## src/design/median_filter_3x3_bgra_top_macros.svh

```systemverilog
// assertion macros for the median filter top level
`ifndef MEDIAN_FILTER_3X3_BGRA_TOP_MACROS_SVH
`define MEDIAN_FILTER_3X3_BGRA_TOP_MACROS_SVH
`ifndef SYNTHESIS
`define MF_ASSERT_NEVER(lbl, cond, msg) \
  lbl: assert property (@(posedge clk) disable iff (!rst_n) !(cond)) else $error(msg);
`define MF_ASSERT_NEXT(lbl, ante, cons, msg) \
  lbl: assert property (@(posedge clk) disable iff (!rst_n) (ante) |=> (cons)) else $error(msg);
`else
`define MF_ASSERT_NEVER(lbl, cond, msg)
`define MF_ASSERT_NEXT(lbl, ante, cons, msg)
`endif
`endif

```

## src/design/mf_pkg.sv

```systemverilog
// shared types, constants and the median network for the median filter
package mf_pkg;
  localparam int MAX_WIDTH  = 2048;
  localparam int COL_W      = $clog2(MAX_WIDTH);
  localparam int FW_W       = 12;
  localparam int FH_W       = 16;
  localparam int ROW_W      = FH_W + 1;
  localparam int PIX_W      = 32;
  localparam int QDEPTH     = 4;
  localparam int QPTR_W     = $clog2(QDEPTH);
  localparam int QCNT_W     = QPTR_W + 1;
  localparam int CFG_IDX_W  = 2;
  localparam int CFG_DATA_W = 16;
  localparam int MED_STEPS  = 19;
  localparam int MED_CENTRE = 4;

  localparam logic [FW_W-1:0] RESET_WIDTH  = FW_W'(640);
  localparam logic [FH_W-1:0] RESET_HEIGHT = FH_W'(480);

  localparam logic [CFG_IDX_W-1:0] REG_FRAME_WIDTH  = CFG_IDX_W'(0);
  localparam logic [CFG_IDX_W-1:0] REG_FRAME_HEIGHT = CFG_IDX_W'(1);

  localparam logic OP_PIXEL = 1'b0;
  localparam logic OP_FLUSH = 1'b1;

  localparam logic [3:0] PAIR_LO [MED_STEPS] =
    '{4'd1, 4'd4, 4'd7, 4'd0, 4'd3, 4'd6, 4'd1, 4'd4, 4'd7, 4'd0,
      4'd5, 4'd4, 4'd3, 4'd1, 4'd2, 4'd4, 4'd4, 4'd6, 4'd4};
  localparam logic [3:0] PAIR_HI [MED_STEPS] =
    '{4'd2, 4'd5, 4'd8, 4'd1, 4'd4, 4'd7, 4'd2, 4'd5, 4'd8, 4'd3,
      4'd8, 4'd7, 4'd6, 4'd4, 4'd5, 4'd7, 4'd2, 4'd4, 4'd2};

  typedef logic [8:0][23:0] win_px_t;

  typedef struct packed {
    win_px_t    px;
    logic [7:0] alpha;
    logic       last;
  } med_item_t;

  typedef struct packed {
    logic      valid;
    med_item_t item;
  } mf_push_t;

  typedef struct packed {
    logic [QCNT_W-1:0] count;
    logic              nonempty;
  } mf_qstat_t;

  // compare-exchange steps first..last of the nine-input median network
  function automatic win_px_t med_steps(input win_px_t v, input int first, input int last);
    win_px_t    r;
    logic [7:0] a;
    logic [7:0] b;
    logic [3:0] lo;
    logic [3:0] hi;
    r = v;
    for (int s = 0; s < MED_STEPS; s++) begin
      if (s >= first && s <= last) begin
        lo = PAIR_LO[s];
        hi = PAIR_HI[s];
        for (int ch = 0; ch < 3; ch++) begin
          a = r[lo][8*ch +: 8];
          b = r[hi][8*ch +: 8];
          if (a > b) begin
            r[lo][8*ch +: 8] = b;
            r[hi][8*ch +: 8] = a;
          end
        end
      end
    end
    return r;
  endfunction
endpackage

```

## src/design/mf_if.sv

```systemverilog


interface mf_out_if;
  logic                       valid;
  logic                       ready;
  logic [mf_pkg::PIX_W-1:0]   out_pixel;
  logic                       frame_last;
  modport source (output valid, output out_pixel, output frame_last, input ready);
  modport sink   (input valid, input out_pixel, input frame_last, output ready);
endinterface


```

## src/design/mf_back.sv

```systemverilog
// back end: pipelined median network and the output register
module mf_back (
  input  logic              clk,
  input  logic              rst_n,
  input  mf_pkg::med_item_t head,
  input  logic              nonempty,
  output logic              pop,
  mf_out_if.source          out_bus
);
  import mf_pkg::*;

  logic      adv;
  logic      a_v_r, b_v_r, o_v_r;
  med_item_t a_r, b_r;
  win_px_t   c_px;
  logic [PIX_W-1:0] o_pix_r;
  logic      o_last_r;

  assign adv = !o_v_r || out_bus.ready;
  assign pop = nonempty && adv;
  assign c_px = med_steps(b_r.px, 16, 18);

  always_ff @(posedge clk) begin
    if (!rst_n) begin
      a_v_r <= 1'b0;
      b_v_r <= 1'b0;
      o_v_r <= 1'b0;
    end else if (adv) begin
      a_v_r <= pop;
      b_v_r <= a_v_r;
      o_v_r <= b_v_r;
    end
  end

  always_ff @(posedge clk) begin
    if (adv) begin
      a_r.px    <= med_steps(head.px, 0, 8);
      a_r.alpha <= head.alpha;
      a_r.last  <= head.last;
      b_r.px    <= med_steps(a_r.px, 9, 15);
      b_r.alpha <= a_r.alpha;
      b_r.last  <= a_r.last;
      o_pix_r   <= {b_r.alpha, c_px[MED_CENTRE]};
      o_last_r  <= b_r.last;
    end
  end

  assign out_bus.valid      = o_v_r;
  assign out_bus.out_pixel  = o_pix_r;
  assign out_bus.frame_last = o_last_r;
endmodule

```

## src/flat_wrapper.sv

```systemverilog
// flat-port wrapper written by rule: the top's interface ports become plain ports
module mf_back_flat import mf_pkg::*;
  (clk, rst_n, head, nonempty, pop, out_bus_valid, out_bus_out_pixel, out_bus_frame_last, out_bus_ready);
  mf_out_if out_bus_i ();
  input  logic clk;
  input  logic rst_n;
  input  mf_pkg::med_item_t head;
  input  logic nonempty;
  output logic pop;
  output wire logic [$bits(out_bus_i.valid)-1:0] out_bus_valid;
  output wire logic [$bits(out_bus_i.out_pixel)-1:0] out_bus_out_pixel;
  output wire logic [$bits(out_bus_i.frame_last)-1:0] out_bus_frame_last;
  input wire logic [$bits(out_bus_i.ready)-1:0] out_bus_ready;
  assign out_bus_valid = out_bus_i.valid;
  assign out_bus_out_pixel = out_bus_i.out_pixel;
  assign out_bus_frame_last = out_bus_i.frame_last;
  assign out_bus_i.ready = out_bus_ready;
  mf_back u_core (.clk(clk), .rst_n(rst_n), .head(head), .nonempty(nonempty), .pop(pop), .out_bus(out_bus_i));
endmodule
```

## config.mk

```make
export PLATFORM = sky130hd
export DESIGN_NAME = mf_back_flat
export DESIGN_NICKNAME = d
export VERILOG_FILES = /design/src/design/median_filter_3x3_bgra_top_macros.svh /design/src/design/mf_pkg.sv /design/src/design/mf_if.sv /design/src/design/mf_back.sv /design/src/flat_wrapper.sv
export SDC_FILE = /design/constraint.sdc
export NUM_CORES = 2
export LEC_CHECK = 0
export ABC_AREA = 1
export BUFFER_PORTS_ARGS = -buffer_cell sky130_fd_sc_hd__buf_2
export CAP_MARGIN = 20
export CORE_MARGIN = 10
export CORE_UTILIZATION = 65
export DETAILED_ROUTE_END_ITERATION = 10
export PLACE_DENSITY = 0.86
export SLEW_MARGIN = 20
export SYNTH_ARGS = -nofsm -noshare
export SYNTH_HDL_FRONTEND = slang
export SYNTH_SLANG_ARGS = --single-unit
```

## constraint.sdc

```tcl
create_clock -name clk -period 25.8 [get_ports clk]
set_input_delay 3.87 -clock clk [delete_from_list [all_inputs] [get_ports clk]]
set_output_delay 3.87 -clock clk [all_outputs]
set_load 0.03 [all_outputs]
```

Word-level counts from Yosys, hierarchy flattened
Index checks and enable logic that the tools add are counted.

Bits in registers: 342. Output and inout bits: 35. Logic and storage cells: 182.

$lt $le $gt $ge: 57. Mux-type cells: 101. Reductions and logical operators: 3.

Operators by type and width (count): $mux W8 (90); $gt A8 B8 Y1 (57); $mux W48 (6); $mux W24 (5); $logic_and A1 B1 Y1 (1); $logic_not A1 Y1 (1); $logic_or A1 B1 Y1 (1).

Longest topological paths before layout
Word-level depth: 8. Depth in mapped cells: 36. Mapped depth without buffers: 34.

Worst setup path before layout
OpenSTA, ideal clock, no wires.

Kind: in2out. Start point: in out_bus_ready. End point: out pop. Data arrival time: 11.392 ns. Setup slack: 10.538 ns. Stages on the path: 4. Path buffers: 0. Path through: nor2_1 -> inv_1 -> nand2_1 -> inv_1.

Longest elaborated chain between the ends: 2.

Ends and longest elaborated chain: from (decl) (line flat_wrapper.sv:13) `input wire logic [$bits(out_bus_i.ready)-1:0] out_bus_ready;`; $logic_or A1 B1 Y1 (line mf_back.sv:19) `assign adv = !o_v_r || out_bus.ready;`; $logic_and A1 B1 Y1 (line mf_back.sv:20) `assign pop = nonempty && adv;`; to (decl) (line flat_wrapper.sv:9) `output logic pop;`.

Every way passes these cells.

Worst setup path after layout
Ends and elaborated chain as after synthesis.

==> flow_summary.toml <==
[global_routing]
grt_max_degree = 129
grt.total_usage_pct = 27.1
grt_pass1_vias = 26400
gr-total-overflow = 0
grt_pass1_wl_um = 127000
antenna_found_initial = 8

[yosys]
yosysMostFrequentCell = "nand2_1"
synth.area.top_cells = "edfxtp_1 (32%), ha_1 (17%), nand2_1 (14%)"
syn_area_um2 = 31400
synth_warnings = 0
ys.flop_type = "edfxtp_1"
syn_inst = 4245
ys_async_sr_fraction_pct = 0
synth_edf_count = 339
avgSynthCellArea_um2 = 7.39
netlist_top_cells_count = "nand2_1 (1208), inv_1 (663), ha_1 (432)"
netlist.area_leader.share_pct = 32.5
synthDistinctLibCells = 41
syn-num-nets = 4906
ys_ff_latch = 342
synth_seq_area_share_pct = 32.6
yosys.area.top_type = "edfxtp_1"

[drt]
via_per_inst = 5.57
dr.pass1.iters = 7
wire_per_inst_um = 15.6
routed_wl_um = 79700
first_iter_violations = 2480
dr_wl_met2_um = 36900
dr_wl_met3_um = 5970
postRouteAntennaNets = 0
routed.top_layer = "met5"
drc = 0
wl_met1_um = 33200
num_vias = 28500

[critical_path]
worst_setup_path_end_kind = "primary output"
crit_slowest_cell = "nor2_1"
cp.required_ns = 21.93
worstPathArrival_ns = 5.21
path_delay_family = "buffers and inverters"
cp-start-kind = "input port"
critPathBufInv = 4
r2r_start = "u_core.a_r[120]"
cpPeakStageDelay_ns = 0.40
worstPathMaxFanout = 128
cp_common_cell = "buf_2"
rrSetupSlack_ns = 20.02
path_class = "in2out"
reg2reg_depth = 23
r2r-end = "u_core.b_r[120]"
path_cells = "buf_2, nor2_1, inv_8, nand2_1, inv_1, buf_2"

[floorplan]
fp.coreArea_um2 = 47700
num_io_pins = 264
die_h_um = 240
fp.dieW_um = 240
start_util_pct = 65.7
rows = 80
die_area_um2 = 57400

[sta]
worst_slew_pin_slew_ns = 1.07
drv_slew = 0
final.setup_skew_ns = 0.0183
clock.fmax_mhz = 110
tns_ns = 0
fin_crit_sh_pct = 35.2
grt_setup_unrepaired = "false"
finalHoldViolCount = 0
slew_headroom_pct = 28.8
worst_hold_slack_ns = 0.419
setup_viol = 0
period_minus_slack_ns = 9.08

[clocking]
ctsResizeCount = 0
cts_tree = "done"
clk_latency_ns = 0.56
root_buffer = "clkbuf_16"
cts.sinks = 342
cts_setup_buffers = 0
cts_buffers = 39
clk_pin_slew_ns = 0.06
htree_levels = 2
holdBufCountCts = 0
cts_buffer_depth = 3

[layout]
fin_nets = 5125
area_delta_synth_final_pct = 9.65
layout-drive-gt1-share_pct = 9.71
fill_cells = 3844

[job]
drv_cap = 0

[outcome]
outcome = "completed"

[placed_design]
place_hpwl_um = 64200
numPortBuffers = 263
place_congestion = 0.966

[min_path]
min_path_type = "reg2reg"
hold_path_depth = 0
worstHoldEndpoint = "u_core.out_bus.out_pixel[31]"
worstHoldStart = "u_core.b_r[8]"
-- state kept, by name (all words and copies together) (netlist names) --
name                       cells
u_core.out_bus.valid           1
u_core.out_bus.frame_last      1
u_core.b_v_r                   1
u_core.b_r                    81
u_core.a_r                   225
u_core.out_bus.out_pixel      32
u_core.a_v_r                   1
-- logic make-up after synthesis --
family                     after synthesis  synth area share, %
and+or+nand+nor                       2050                 28.6
buffers and inverters                  762                 9.42
AOI/OAI and AO/OA                      659                 12.1
adders and majority gates              432                 17.2
DFF                                    342                 32.6
-- stage by stage --
step	area [um^2]	util, %	cells	setup WS, ns
CTS	34300	71.9	5106	16.69
global route	34400	72.0	5108	16.33
global placement	33100	69.3	5038	16.40
detailed placement	33100	69.3	5038	16.12
floorplan	31400	-	4245	10.54
finish	34400	72.0	5116	16.72
-- area by class of cell --
| cell class | count | area (um^2) | share of cell area, % |
|---|---|---|---|
| diodes | 10 | 25.0 | 0.0728 |
| well taps | 615 | 769 | 2.24 |
| clock inverters | 19 | 215 | 0.626 |
| repair buffers | 271 | 1380 | 4.00 |
| inverters | 669 | 2520 | 7.32 |
| multi-input cells | 3141 | 18200 | 52.9 |
| flip-flops and latches | 342 | 10200 | 29.8 |
| clock buffers | 49 | 1040 | 3.03 |
-- worst register-to-register path: stages (launching register included) --
cell and delay [ns]:
edfxtp_1 0.50, ha_1 0.35, nand2_1 0.07, nor2_1 0.15, nand4_1 0.12, nand2_1 0.67
nor2_1 0.09, a21oi_1 0.28, ha_1 0.30, a21oi_1 0.18, nor2_1 0.06, a211oi_1 0.17
nand2_1 0.23, nand2_1 0.30, nand2_1 0.11, and2_1 0.16, ha_1 0.29, nand2_1 0.07
o21ai_0 0.17, nand2_1 0.07, a32oi_1 0.59, inv_1 0.34, nand3_1 0.17, nand2_1 0.09
-- routing by layer --
layer | GRT usage [%] | vias up
met5 | 0 | -
met4 | 12.8 | 8
met3 | 5.10 | 209
met2 | 44.9 | 990
met1 | 33.5 | 12800
li1 | - | 14500
-- cell usage in the layout, fill, tap and decap left out, drive strengths merged --
| cell type | n |
|---|---|
| nand2 | 1263 |
| inv | 675 |
| ha | 432 |
| nand3 | 393 |
| edfxtp | 339 |
| buf | 271 |
| a21oi | 265 |
| nor2 | 252 |
| o21ai | 209 |
| o21a | 111 |
| and2 | 105 |
| clkbuf | 49 |
| a211oi | 29 |
| nand4 | 28 |
| o211ai | 11 |
| diode | 10 |
| a21o | 9 |
| o21bai | 9 |
| clkinv | 9 |
| a32oi | 8 |
| nand3b | 6 |
| o31ai | 5 |
| bufinv | 4 |
| dfxtp | 3 |
| nor3 | 2 |
| nor2b | 1 |
| o32ai | 1 |
| a2111oi | 1 |
| a31oi | 1 |
-- worst max-delay path by stage --
stage,start,end,slack [ns],cells past startpoint
floorplan,out_bus_ready,pop,10.54,4
global placement,head[208],u_core.a_r[207],16.40,26
detailed placement,head[208],u_core.a_r[204],16.12,26
CTS,out_bus_ready,pop,16.69,6
global route,head[210],u_core.a_r[209],16.33,28
finish,out_bus_ready,pop,16.72,6
Power is not shown: default switching activity piles up to over one toggle a cycle in this logic, so the estimate is an artifact.
