**src/design/median_filter_3x3_bgra_top_macros.svh**
```systemverilog
// assertion macros for the median filter top level
`ifndef MEDIAN_FILTER_3X3_BGRA_TOP_MACROS_SVH
`define MEDIAN_FILTER_3X3_BGRA_TOP_MACROS_SVH
`ifndef SYNTHESIS
`define MF_ASSERT_NEVER(lbl, cond, msg) \
  lbl: assert property (@(posedge clk) disable iff (!rst_n) !(cond)) else $error(msg);
`define MF_ASSERT_NEXT(lbl, ante, cons, msg) \
  lbl: assert property (@(posedge clk) disable iff (!rst_n) (ante) |=> (cons)) else $error(msg);
`else
`define MF_ASSERT_NEVER(lbl, cond, msg)
`define MF_ASSERT_NEXT(lbl, ante, cons, msg)
`endif
`endif

```
**src/design/mf_pkg.sv**
```systemverilog
// shared types, constants and the median network for the median filter
package mf_pkg;
  localparam int MAX_WIDTH  = 2048;
  localparam int COL_W      = $clog2(MAX_WIDTH);
  localparam int FW_W       = 12;
  localparam int FH_W       = 16;
  localparam int ROW_W      = FH_W + 1;
  localparam int PIX_W      = 32;
  localparam int QDEPTH     = 4;
  localparam int QPTR_W     = $clog2(QDEPTH);
  localparam int QCNT_W     = QPTR_W + 1;
  localparam int CFG_IDX_W  = 2;
  localparam int CFG_DATA_W = 16;
  localparam int MED_STEPS  = 19;
  localparam int MED_CENTRE = 4;

  localparam logic [FW_W-1:0] RESET_WIDTH  = FW_W'(640);
  localparam logic [FH_W-1:0] RESET_HEIGHT = FH_W'(480);

  localparam logic [CFG_IDX_W-1:0] REG_FRAME_WIDTH  = CFG_IDX_W'(0);
  localparam logic [CFG_IDX_W-1:0] REG_FRAME_HEIGHT = CFG_IDX_W'(1);

  localparam logic OP_PIXEL = 1'b0;
  localparam logic OP_FLUSH = 1'b1;

  localparam logic [3:0] PAIR_LO [MED_STEPS] =
    '{4'd1, 4'd4, 4'd7, 4'd0, 4'd3, 4'd6, 4'd1, 4'd4, 4'd7, 4'd0,
      4'd5, 4'd4, 4'd3, 4'd1, 4'd2, 4'd4, 4'd4, 4'd6, 4'd4};
  localparam logic [3:0] PAIR_HI [MED_STEPS] =
    '{4'd2, 4'd5, 4'd8, 4'd1, 4'd4, 4'd7, 4'd2, 4'd5, 4'd8, 4'd3,
      4'd8, 4'd7, 4'd6, 4'd4, 4'd5, 4'd7, 4'd2, 4'd4, 4'd2};

  typedef logic [8:0][23:0] win_px_t;

  typedef struct packed {
    win_px_t    px;
    logic [7:0] alpha;
    logic       last;
  } med_item_t;

  typedef struct packed {
    logic      valid;
    med_item_t item;
  } mf_push_t;

  typedef struct packed {
    logic [QCNT_W-1:0] count;
    logic              nonempty;
  } mf_qstat_t;

  // compare-exchange steps first..last of the nine-input median network
  function automatic win_px_t med_steps(input win_px_t v, input int first, input int last);
    win_px_t    r;
    logic [7:0] a;
    logic [7:0] b;
    logic [3:0] lo;
    logic [3:0] hi;
    r = v;
    for (int s = 0; s < MED_STEPS; s++) begin
      if (s >= first && s <= last) begin
        lo = PAIR_LO[s];
        hi = PAIR_HI[s];
        for (int ch = 0; ch < 3; ch++) begin
          a = r[lo][8*ch +: 8];
          b = r[hi][8*ch +: 8];
          if (a > b) begin
            r[lo][8*ch +: 8] = b;
            r[hi][8*ch +: 8] = a;
          end
        end
      end
    end
    return r;
  endfunction
endpackage

```
**src/design/mf_queue.sv**
```systemverilog
// short queue of windows between the front end and the median pipeline
module mf_queue (
  input  logic               clk,
  input  logic               rst_n,
  input  mf_pkg::mf_push_t   push,
  input  logic               pop,
  output mf_pkg::med_item_t  head,
  output mf_pkg::mf_qstat_t  qstat
);
  import mf_pkg::*;

  med_item_t         slot_r [QDEPTH];
  logic [QPTR_W-1:0] wp_r, rp_r;
  logic [QCNT_W-1:0] cnt_r, cnt_nxt;

  always_comb begin
    cnt_nxt = cnt_r;
    if (push.valid && !pop) cnt_nxt = cnt_r + QCNT_W'(1);
    else if (!push.valid && pop) cnt_nxt = cnt_r - QCNT_W'(1);
  end

  always_ff @(posedge clk) begin
    if (!rst_n) begin
      wp_r  <= '0;
      rp_r  <= '0;
      cnt_r <= '0;
    end else begin
      if (push.valid) wp_r <= wp_r + QPTR_W'(1);
      if (pop) rp_r <= rp_r + QPTR_W'(1);
      cnt_r <= cnt_nxt;
    end
  end

  always_ff @(posedge clk) begin
    if (push.valid) slot_r[wp_r] <= push.item;
  end

  assign head           = slot_r[rp_r];
  assign qstat.count    = cnt_r;
  assign qstat.nonempty = (cnt_r != '0);
endmodule

```
**config.mk**
```make
export PLATFORM = sky130hd
export DESIGN_NAME = mf_queue
export DESIGN_NICKNAME = d
export VERILOG_FILES = /design/src/design/median_filter_3x3_bgra_top_macros.svh /design/src/design/mf_pkg.sv /design/src/design/mf_queue.sv
export SDC_FILE = /design/constraint.sdc
export NUM_CORES = 1
export LEC_CHECK = 0
export BUFFER_PORTS_ARGS = -buffer_cell sky130_fd_sc_hd__clkbuf_2
export CAP_MARGIN = 10
export CORE_MARGIN = 3
export CORE_UTILIZATION = 59
export CTS_BUF_LIST = sky130_fd_sc_hd__clkbuf_2 sky130_fd_sc_hd__clkbuf_4 sky130_fd_sc_hd__clkbuf_8
export CTS_CLUSTER_DIAMETER = 80
export CTS_CLUSTER_SIZE = 10
export DETAILED_ROUTE_END_ITERATION = 10
export GPL_TIMING_DRIVEN = 0
export PLACE_DENSITY_LB_ADDON = 0.12
export SLEW_MARGIN = 20
export SYNTH_ARGS = -nofsm -noshare
export SYNTH_HDL_FRONTEND = slang
export SYNTH_SLANG_ARGS = --single-unit
```
**constraint.sdc**
```tcl
create_clock -name clk -period 7 [get_ports clk]
set_clock_uncertainty 0.15 [all_clocks]
set_input_delay 0.35 -clock clk [delete_from_list [all_inputs] [get_ports clk]]
set_output_delay 0.35 -clock clk [all_outputs]
set_load 0.005 [all_outputs]
```
# Yosys cells after proc, flatten, opt, wreduce, memory -nomap -nowiden
# Memory sizes are Yosys's and may differ from the RTL's. A register that Yosys moved wholly into a read port is not among the register bits.
# Index checks and enable logic that the tools add are counted.
[totals] ff_bits=7 mem_bits_rw=900 elab_cells=20 memories=1
[classes] addsub=4 n_mux=6 n_reduce_logical=6
[memory_table] name="slot_r" depth=4 word_bits=225 rd=1 rd_clocked_by_memory_dff=1 write_ports=1 line_no="mf_queue.sv:12" text="med_item_t slot_r [QDEPTH];"
[op_table] operator="2-to-1 mux 3 bit" count=2
[op_table] operator="adder 2 x 1 -> 2 bit (second input constant)" count=2
[op_table] operator="2-to-1 mux 2 bit" count=2
[op_table] operator="adder 3 x 1 -> 3 bit (second input constant)" count=1
[op_table] operator="nonzero test 3 bit" count=1
[op_table] operator="subtractor 3 x 1 -> 3 bit (second input constant)" count=1
[op_table] operator="logical AND 1 bit" count=2
[op_table] operator="logical NOT 1 bit" count=2
[op_table] operator="2-to-1 mux 1 bit" count=2
[op_table] operator="nonzero test 2 bit" count=1

# Logic depth before layout (Yosys ltp)
# Gate-level depths: netlist of the first run.
[depth] depth_word=4 ltp_mapped=7 ltp_nobuf=7

# Least setup slack after synthesis of the first run
# Ideal clock, no wire load.
[synth_timing] path_kind="register -> register" startpoint="reg wp_r[0]" endpoint="mem slot_r[0][0] (netlist bit) (enable)" setup_time_ns=0.613 t_arrival_ns=5.650 setup_slack_ns=0.588 path_stages_with_launch=4 path_buffers=0 period_less_slack_ns=6.412 path_cell_list="dfxtp_1 -> inv_1 -> ha_1 -> and2_1"
[synth_rtl] element="start, declared" line_no="mf_queue.sv:13" text="logic [QPTR_W-1:0] wp_r, rp_r;"
[synth_rtl] element="start signal, assigned" line_no="mf_queue.sv:28" text="if (push.valid) wp_r <= wp_r + QPTR_W'(1);"
[synth_rtl] element="end, declared" line_no="mf_queue.sv:12"
# Straight into the memory's write port.

==> reports/metrics.yaml, run 1 <==
place_area_um2: 36700
std_cell_rows: 85
peakVddDrop_mv: 0.263
regToRegStartpoint: "wp_r[0]$_SDFFE_PN0P_"
ant_nets: 0
grt_pass1_vias: 16921
htree_levels: 3
placedCellCount: 2435
synthCells: 1217
ys.flop_type: "edfxtp_1"
p_leak_nw: 13.9
seq_area_frac_synth_pct: 82.7
rr_endpoint: "slot_r[0][134]$_DFFE_PP_"
grt_start_max_net_pins: 45
synth_most_common_cell: "edfxtp_1"
hold_viol: 0
viasPerCell: 5.66
hold_depth: 2
clock_path_buffers: 3
wirelength_um: 68900
io_buffers: 457
async_reset_ff_share_pct: 0
crit_type: "reg -> out"
cts_root_buffer: "clkbuf_8"
yosysTopAreaCellShare_pct: 82.2
fmax_mhz: 329
cp_slowest_cell: "mux4_2"
netlist_area_um2: 32900
syn_to_final_growth_pct: 23.3
cpPeakStageDelay_ps: 390
io_pins: 458
synthesis.nets: 1452
register_area_um2: 27200
multi_input_area_um2: 5320
clock-sinks: 909
worst_slack_ps: 3960
worst_pin_slew_ps: 713
dr_total_vias: 15826
antenna_found_initial: 14
synth-edff-count: 900
worstPathArrival_ps: 2540
avgSynthCellArea_um2: 27.0
start_util_pct: 60.4
crit_family: "buffers and inverters"
gp_congestion: 0.738
cts_setup_buffers: 0
hpwl_um: 44100
final_nets: 2261
finalMaxSlewViolations: 0
utilization_pct: 74.5
die_width_um: 242
min_path_type: "in -> reg"
post-route-period-util_pct: 43.4
grt_overflow: 0
drcViolationCount: 0
outcome: "finished clean"
cpMostUsedCell: "buf_2"
whs_endpoint: "slot_r[3][2]$_DFFE_PP_"
clk_latency_ps: 670
setup_viol: 0
dr.pass1.iters: 5
cp_cell_sequence: "buf_2 > buf_2 > buf_2 > mux4_2 > clkbuf_2"
clk_pin_slew_worst_paths_ps: 70
die-area_um2: 58600
maxCapViolations: 0
design_area_um2: 40600
period_needed_ps: 3040
yosys_warnings: 0
yosys.cell_types.count: 19
core_um2: 54500
grt_pass1_wl_um: 105000
numCtsBuffers: 100
synth_common_cells: "edfxtp_1, mux4_2, buf_2"
preCtsSetupSlack_ps: 4300
reg2reg_depth: 6
wl_per_cell_um: 24.6
synth_area_leaders: "edfxtp_1, mux4_2, buf_6"
endpoint_kind: "output pin"
synth-seq-cells: 909
final_cells: 2798
die_h_um: 242
track_usage_pct: 24.1
rsz0062_at_grt: "false"
power_per_cell_area_nw_per_um2: 263
worst-path-max-fanout: 10
crit_required_ps: 6500
worst_setup_path_start_kind: "register"
synth_top_area_cell: "edfxtp_1"
drive_gt1_share_pct: 42.8
drtIter0Drc: 1135
fill_cells: 3069
cts_tree: "yes"
rrSetupSlack_ps: 4350
min_from: "push[2]"
slew_headroom_pct: 52.5
cp_num_buf_inv: 4
-- cell type report --
type,instances,share of cell area [%]
antenna,8,0.0494
buffer,50,0.873
clock buffer,123,3.86
clock inverter,4,0.0802
inverter,4,0.0370
multi-input combinational,254,13.1
sequential,909,67.1
tap,739,2.28
timing repair buffer,707,12.6
-- routing by layer --
metal	share of wire, %	vias up	global-route usage (%)
li1	-	6888	-
met1	39	8292	31.8
met2	52	526	39.9
met3	7.1	110	7.16
met4	2.4	10	6.98
met5	0.083	-	0
-- worst register-to-register path: cells and delay by family, from the launching register on --
kind / cells / cell delay, ps
buffers and inverters: 4 / 1030
and+or+nand+nor: 1 / 620
DFF: 1 / 360
adders and majority gates: 1 / 150
-- through the flow --
step | setup TNS, ps | hold slack [ps] | power [mW]
floorplan | 0 | 299 | 7.05
global placement | -3170810 | 347 | 7.62
detailed placement | 0 | 366 | 7.58
CTS | 0 | 188 | 10.8
global route | 0 | 223 | 11.1
finish | 0 | 267 | 10.7
-- placed cells by master, fill, tap and decap left out, types with 5 or more instances in the layout --
cell type,count
buf_16,15
clkbuf_1,6
clkbuf_2,457
and2_1,5
clkbuf_8,103
edfxtp_1,900
buf_2,25
buf_12,7
diode_2,8
buf_6,18
mux4_2,225
dfxtp_1,9
clkbuf_4,20
dlygate4sd3_1,228
ha_1,5
-- repair_timing --
action | CTS | global route
endpoints found under the setup margin | 0 | 0
hold buffers | 228 | 0
resized for setup | 0 | 0
endpoints found under the hold margin | 909 | 0
-- kinds of logic after synthesis --
group | after synthesis | synth area share [%]
compound gates | 2 | 0.0380
xor+xnor | 5 | 0.133
fa+ha+maj | 6 | 0.251
buf+inv | 54 | 1.12
flops | 909 | 82.7
mux | 227 | 15.5
simple gates | 14 | 0.259
-- power breakdown --
group          switching [mW]  total (mW)  internal, mW
logic                   0.626        1.25         0.624
clock network            1.66        3.09          1.43
registers              0.0574        6.31          6.25
-- flip-flops by register name, indices dropped and copies added, names as in the netlist, named ones only --
signal	count
rp_r	2
cnt_r	3
wp_r	2
slot_r	900
-- worst max-delay path by stage --
| stage | startpoint | end | slack (ps) | depth (start not counted) |
|---|---|---|---|---|
| 2_1_floorplan | wp_r[0]$_SDFFE_PN0P_ | slot_r[0][0]$_DFFE_PP_ | 590 | 3 |
| 3_3_place_gp | wp_r[0]$_SDFFE_PN0P_ | slot_r[1][108]$_DFFE_PP_ | -3580 | 2 |
| 3_5_place_dp | push[225] | slot_r[0][140]$_DFFE_PP_ | 4300 | 5 |
| 4_1_cts | register | head[154] | 3830 | 5 |
| 5_1_grt | register | head[81] | 3810 | 5 |
| 6_report | register | head[121] | 3960 | 5 |
No activity file was read; power rests on OpenSTA's default activity.
==> inputs of run 2 (changes only) <==
- CORE_UTILIZATION: 59 -> 53
- clock period: 7 -> 2.5 ns (I/O delays scaled with it)
==> reports/metrics.yaml, run 2 (synthesis gave the netlist of run 1 again) <==
cts_tree: "yes"
viasPerCell: 5.44
maxCapViolations: 0
failed_checks: "setup timing"
design_area_um2: 42200
reg2reg_depth: 6
finalMaxSlewViolations: 0
post-route-period-util_pct: 103
grt_overflow: 0
drcViolationCount: 0
largest_register_ffs: 900
start_util_pct: 54.0
peakVddDrop_mv: 0.554
io_pins: 458
worst_slack_ps: -70.8
numCtsBuffers: 100
dr_total_vias: 16241
cpPeakStageDelay_ps: 490
ant_nets: 0
worstPathArrival_ps: 2300
final_nets: 2370
fmax_mhz: 389
dr.pass1.iters: 4
regToRegStartpoint: "wp_r[0]$_SDFFE_PN0P_"
die-area_um2: 65100
core_um2: 60900
gp_congestion: 0.727
slew_headroom_pct: 76.8
setup_viol: 169
clk_pin_slew_worst_paths_ps: 70
syn_to_final_growth_pct: 28.4
io_buffers: 457
track_usage_pct: 22.2
crit_required_ps: 2230
worst_setup_path_start_kind: "register"
outcome: "complete, but fails checks"
most-common-layout-cells: "edfxtp_1, clkbuf_2, dlygate4sd3_1"
clk_latency_ps: 690
preCtsSetupSlack_ps: -100
grt_pass1_wl_um: 106000
die_h_um: 255
drtIter0Drc: 1017
grt_use_met1_pct: 29.3
grt_pass1_vias: 17416
cp_slowest_cell: "mux4_2"
clock_path_buffers: 3
cp_cell_sequence: "buf_12 > buf_16 > buf_12 > buf_16 > mux4_2 > clkbuf_2"
hpwl_um: 44600
wirelength_um: 72100
crit_path_end: "head[150]"
grtUsageMet2_pct: 36.5
worst_pin_slew_ps: 348
std_cell_rows: 90
rsz0062_at_grt: "true"
wl_per_cell_um: 24.2
hold_viol: 0
endpoint_kind: "output pin"
min_path_type: "in -> reg"
p_leak_nw: 14.5
final_common_cell: "edfxtp_1"
die_width_um: 255
rr_endpoint: "slot_r[2][123]$_DFFE_PP_"
worst-path-stages: 6
antenna_found_initial: 12
htree_levels: 3
drive_gt1_share_pct: 41.7
grt_start_max_net_pins: 79
crit_type: "reg -> out"
totalPowerFinal_mw: 30.0
fin_setup_tns_ps: -4810
clock-sinks: 909
place_area_um2: 36800
period_needed_ps: 2570
cts_root_buffer: "clkbuf_8"
cp_num_buf_inv: 5
power_per_cell_area_nw_per_um2: 711
largest_registers: "slot_r: 900 flops, cnt_r: 3 flops"
largest-register: "slot_r"
crit_family: "buffers and inverters"
busiest_layer: "met2"
rrSetupSlack_ps: 180
use_met3_pct: 6.00
worst-path-max-fanout: 7
==> run 2: cell count changes in the layout (fill, tap and decap cells not counted), sizes merged <==
cell,delta
and2,+1
dlygate4sd3,+92
inv,+1
clkinvlp,-1
clkbuf,-30
buf,+34
==> run 2: routing by layer <==
| metal | vias to the layer above | part of all wire [%] |
|---|---|---|
| li1 | 7105 | - |
| met2 | 497 | 51 |
| met4 | 10 | 3.1 |
| met3 | 144 | 7.0 |
| met1 | 8485 | 39 |
| met5 | - | 0.094 |
==> run 2: power breakdown <==
group	leakage (nW)	total [mW]	internal (mW)	switching, mW
clock	0.786	8.43	3.76	4.67
combinational	5.36	3.95	2.09	1.85
sequential	8.34	17.7	17.5	0.155
==> run 2: what timing repair did <==
| action | in CTS | in global routing |
|---|---|---|
| endpoints found under the setup margin | 265 | 296 |
| gates resized for setup | 84 | 68 |
| gates cloned | 5 | 6 |
| buffers inserted | 5 | 5 |
| endpoints found under the hold margin | 980 | 0 |
| hold buffers | 320 | 0 |
==> run 2: final cells by class <==
cell class	instances	area, um^2
Antenna cell	8	20.0
Fill cell	3798	18700
Clock buffer	111	1460
Sequential cell	909	27200
Tap cell	828	1040
Clock inverter	4	38.8
Buffer	47	613
Inverter	4	15.0
Timing Repair Buffer	818	6510
Multi-Input combinational cell	255	5330
==> run 2: how the worst min path moves through the flow <==
stage                          from                       end  slack [ps]  cells after the start
after floorplan             push[0]    slot_r[0][0]$_DFFE_PP_          70                      0
after global placement      push[1]    slot_r[0][1]$_DFFE_PP_         190                      1
after detailed placement   push[96]   slot_r[0][96]$_DFFE_PP_         190                      1
after CTS                  push[93]   slot_r[2][93]$_DFFE_PP_           1                      2
after global routing      push[189]  slot_r[3][189]$_DFFE_PP_          20                      2
final                      push[50]   slot_r[0][50]$_DFFE_PP_          60                      2
==> run 2: through the flow <==
| step | hold slack (ps) | std cells | utilization, % |
|---|---|---|---|
| floorplan | 73.9 | 1217 | - |
| global placement | 187 | 2502 | 59.5 |
| detailed placement | 195 | 2526 | 60.4 |
| CTS | 1.47 | 2970 | 68.9 |
| global route | 24.7 | 2982 | 69.3 |
| finish | 59.8 | 2984 | 69.3 |
==> run 2: worst register-to-register path: stages (launching register included) <==
cell,delay (ps)
dfxtp_2,350
inv_2,70
ha_1,190
and2_4,300
buf_12,270
buf_12,290
clkbuf_16,360
==> inputs of run 3 (changes only) <==
- CTS_CLUSTER_SIZE: 10 -> 28
- SKIP_CTS_REPAIR_TIMING: unset -> 1
==> reports/metrics.yaml, run 3 (synthesis gave the netlist of run 1 again) <==
p_sw_share_pct: 22.3
numCtsBuffers: 40
crit_type: "reg -> out"
die_h_um: 255
slew_headroom_pct: 76.1
power.switching_mw: 6.13
power_per_cell_area_nw_per_um2: 681
drcViolationCount: 0
outcome: "finished clean"
endpoint_kind: "output pin"
hpwl_um: 44600
io_pins: 458
largest-register: "slot_r"
power_frac_clock_pct: 22.4
hold_viol: 0
place_area_um2: 36800
htree_levels: 2
wl_per_cell_um: 24.4
ant_nets: 0
p_comb_share_pct: 13.4
worstPathArrival_ps: 2220
p_leak_nw: 13.6
clk_pin_slew_worst_paths_ps: 150
die-area_um2: 65100
post-route-period-util_pct: 100
wirelength_um: 69000
clk_latency_ps: 650
viasPerCell: 5.45
cts_tree: "yes"
clock-sinks: 909
drtIter0Drc: 1079
grt_overflow: 0
largest_registers: "slot_r: 900 flops, cnt_r: 3 flops"
gp_congestion: 0.727
clock_path_buffers: 3
antenna_found_initial: 11
die_width_um: 255
worst_pin_slew_ps: 358
crit_required_ps: 2230
design_area_um2: 40400
grt_pass1_vias: 15027
final_common_cell: "edfxtp_1"
maxCapViolations: 0
most-common-layout-cells: "edfxtp_1, clkbuf_2, dlygate4sd3_1"
grt_pass1_wl_um: 96600
min_path_type: "in -> reg"
dr.pass1.iters: 7
io_buffers: 457
peakVddDrop_mv: 0.634
grtUsageMet2_pct: 32.8
worst_slack_ps: 0.552
syn_to_final_growth_pct: 22.7
grt_start_max_net_pins: 46
register_area_um2: 27200
use_met3_pct: 6.73
grt_use_met1_pct: 26.9
internal_power_mw: 21.4
dr_total_vias: 15457
final_nets: 2217
rsz0062_at_grt: "true"
std_cell_rows: 90
fin_setup_tns_ps: 0
seqPwrFrac_pct: 64.2
core_um2: 60900
cts_root_buffer: "clkbuf_8"
finalMaxSlewViolations: 0
period_needed_ps: 2500
largest_register_ffs: 900
busiest_layer: "met2"
worst-path-max-fanout: 11
preCtsSetupSlack_ps: -100
track_usage_pct: 20.2
fill_cells: 4008
drive_gt1_share_pct: 41.8
worst_setup_path_start_kind: "register"
start_util_pct: 54.0
multi_input_area_um2: 5330
setup_viol: 0
fmax_mhz: 400
==> run 3: changes by cell type in the layout (fill, tap and decap cells not counted), moves of 3 or more <==
cell	delta
clkbuf_8	-59
buf_16	-3
buf_8	-4
dlygate4sd3_1	-91
buf_2	+5
buf_6	-13
clkbuf_2	+10
bufinv_16	+3
buf_12	-5
==> run 3: through the flow <==
| stage | power (mW) | hold WS (ps) | util [%] | cells |
|---|---|---|---|---|
| 3_5_place_dp | 21.3 | 195 | 60.4 | 2526 |
| 5_1_grt | 28.6 | 13.4 | 66.2 | 2832 |
| 6_report | 27.5 | 66.3 | 66.2 | 2834 |
| 3_3_place_gp | 21.1 | 187 | 59.5 | 2502 |
| 4_1_cts | 27.3 | -565 | 61.6 | 2583 |
| 2_1_floorplan | 19.6 | 73.9 | - | 1217 |
==> run 3: cell type report <==
cell class,instances,share of cell area (%)
clock inverter,11,0.403
timing repair buffer,722,13.3
clock buffer,46,1.49
antenna,9,0.0558
inverter,4,0.0372
multi-input combinational,255,13.2
tap,828,2.57
buffer,50,1.48
sequential,909,67.4
==> run 3: worst paths after layout <==
check | startpoint | to | slack, ps | cells past startpoint
setup / recovery | register | head[76] | 0.6 | 5
hold / removal | push[109] | slot_r[0][109]$_DFFE_PP_ | 70 | 2
setup reg to reg | wp_r[1]$_SDFFE_PN0P_ | slot_r[1][171]$_DFFE_PP_ | 220 | 6
hold reg to reg | cnt_r[2]$_SDFFE_PN0P_ | cnt_r[2]$_SDFFE_PN0P_ | 410 | 2
==> run 3: worst max-delay path: stages, from the launching register on <==
cell       delay [ps]
dfxtp_2           370
buf_12            170
clkbuf_16         200
clkbuf_16         160
mux4_2            490
clkbuf_2          160
==> run 3: layer usage <==
metal  wire length, um  part of all wire [%]
met5                40                 0.058
met4              1290                   1.9
met3              5000                   7.2
met2             35100                    51
met1             27600                    40
==> run 3: power groups by stage <==
| stage | combinational [mW] | sequential [mW] | clock [mW] |
|---|---|---|---|
| 2_1_floorplan | 1.65 | 18.0 | 0 |
| 3_3_place_gp | 3.11 | 18.0 | 0 |
| 3_5_place_dp | 3.28 | 18.0 | 0 |
| 4_1_cts | 3.29 | 17.6 | 6.39 |
| 5_1_grt | 3.98 | 17.7 | 6.89 |
| 6_report | 3.69 | 17.6 | 6.16 |
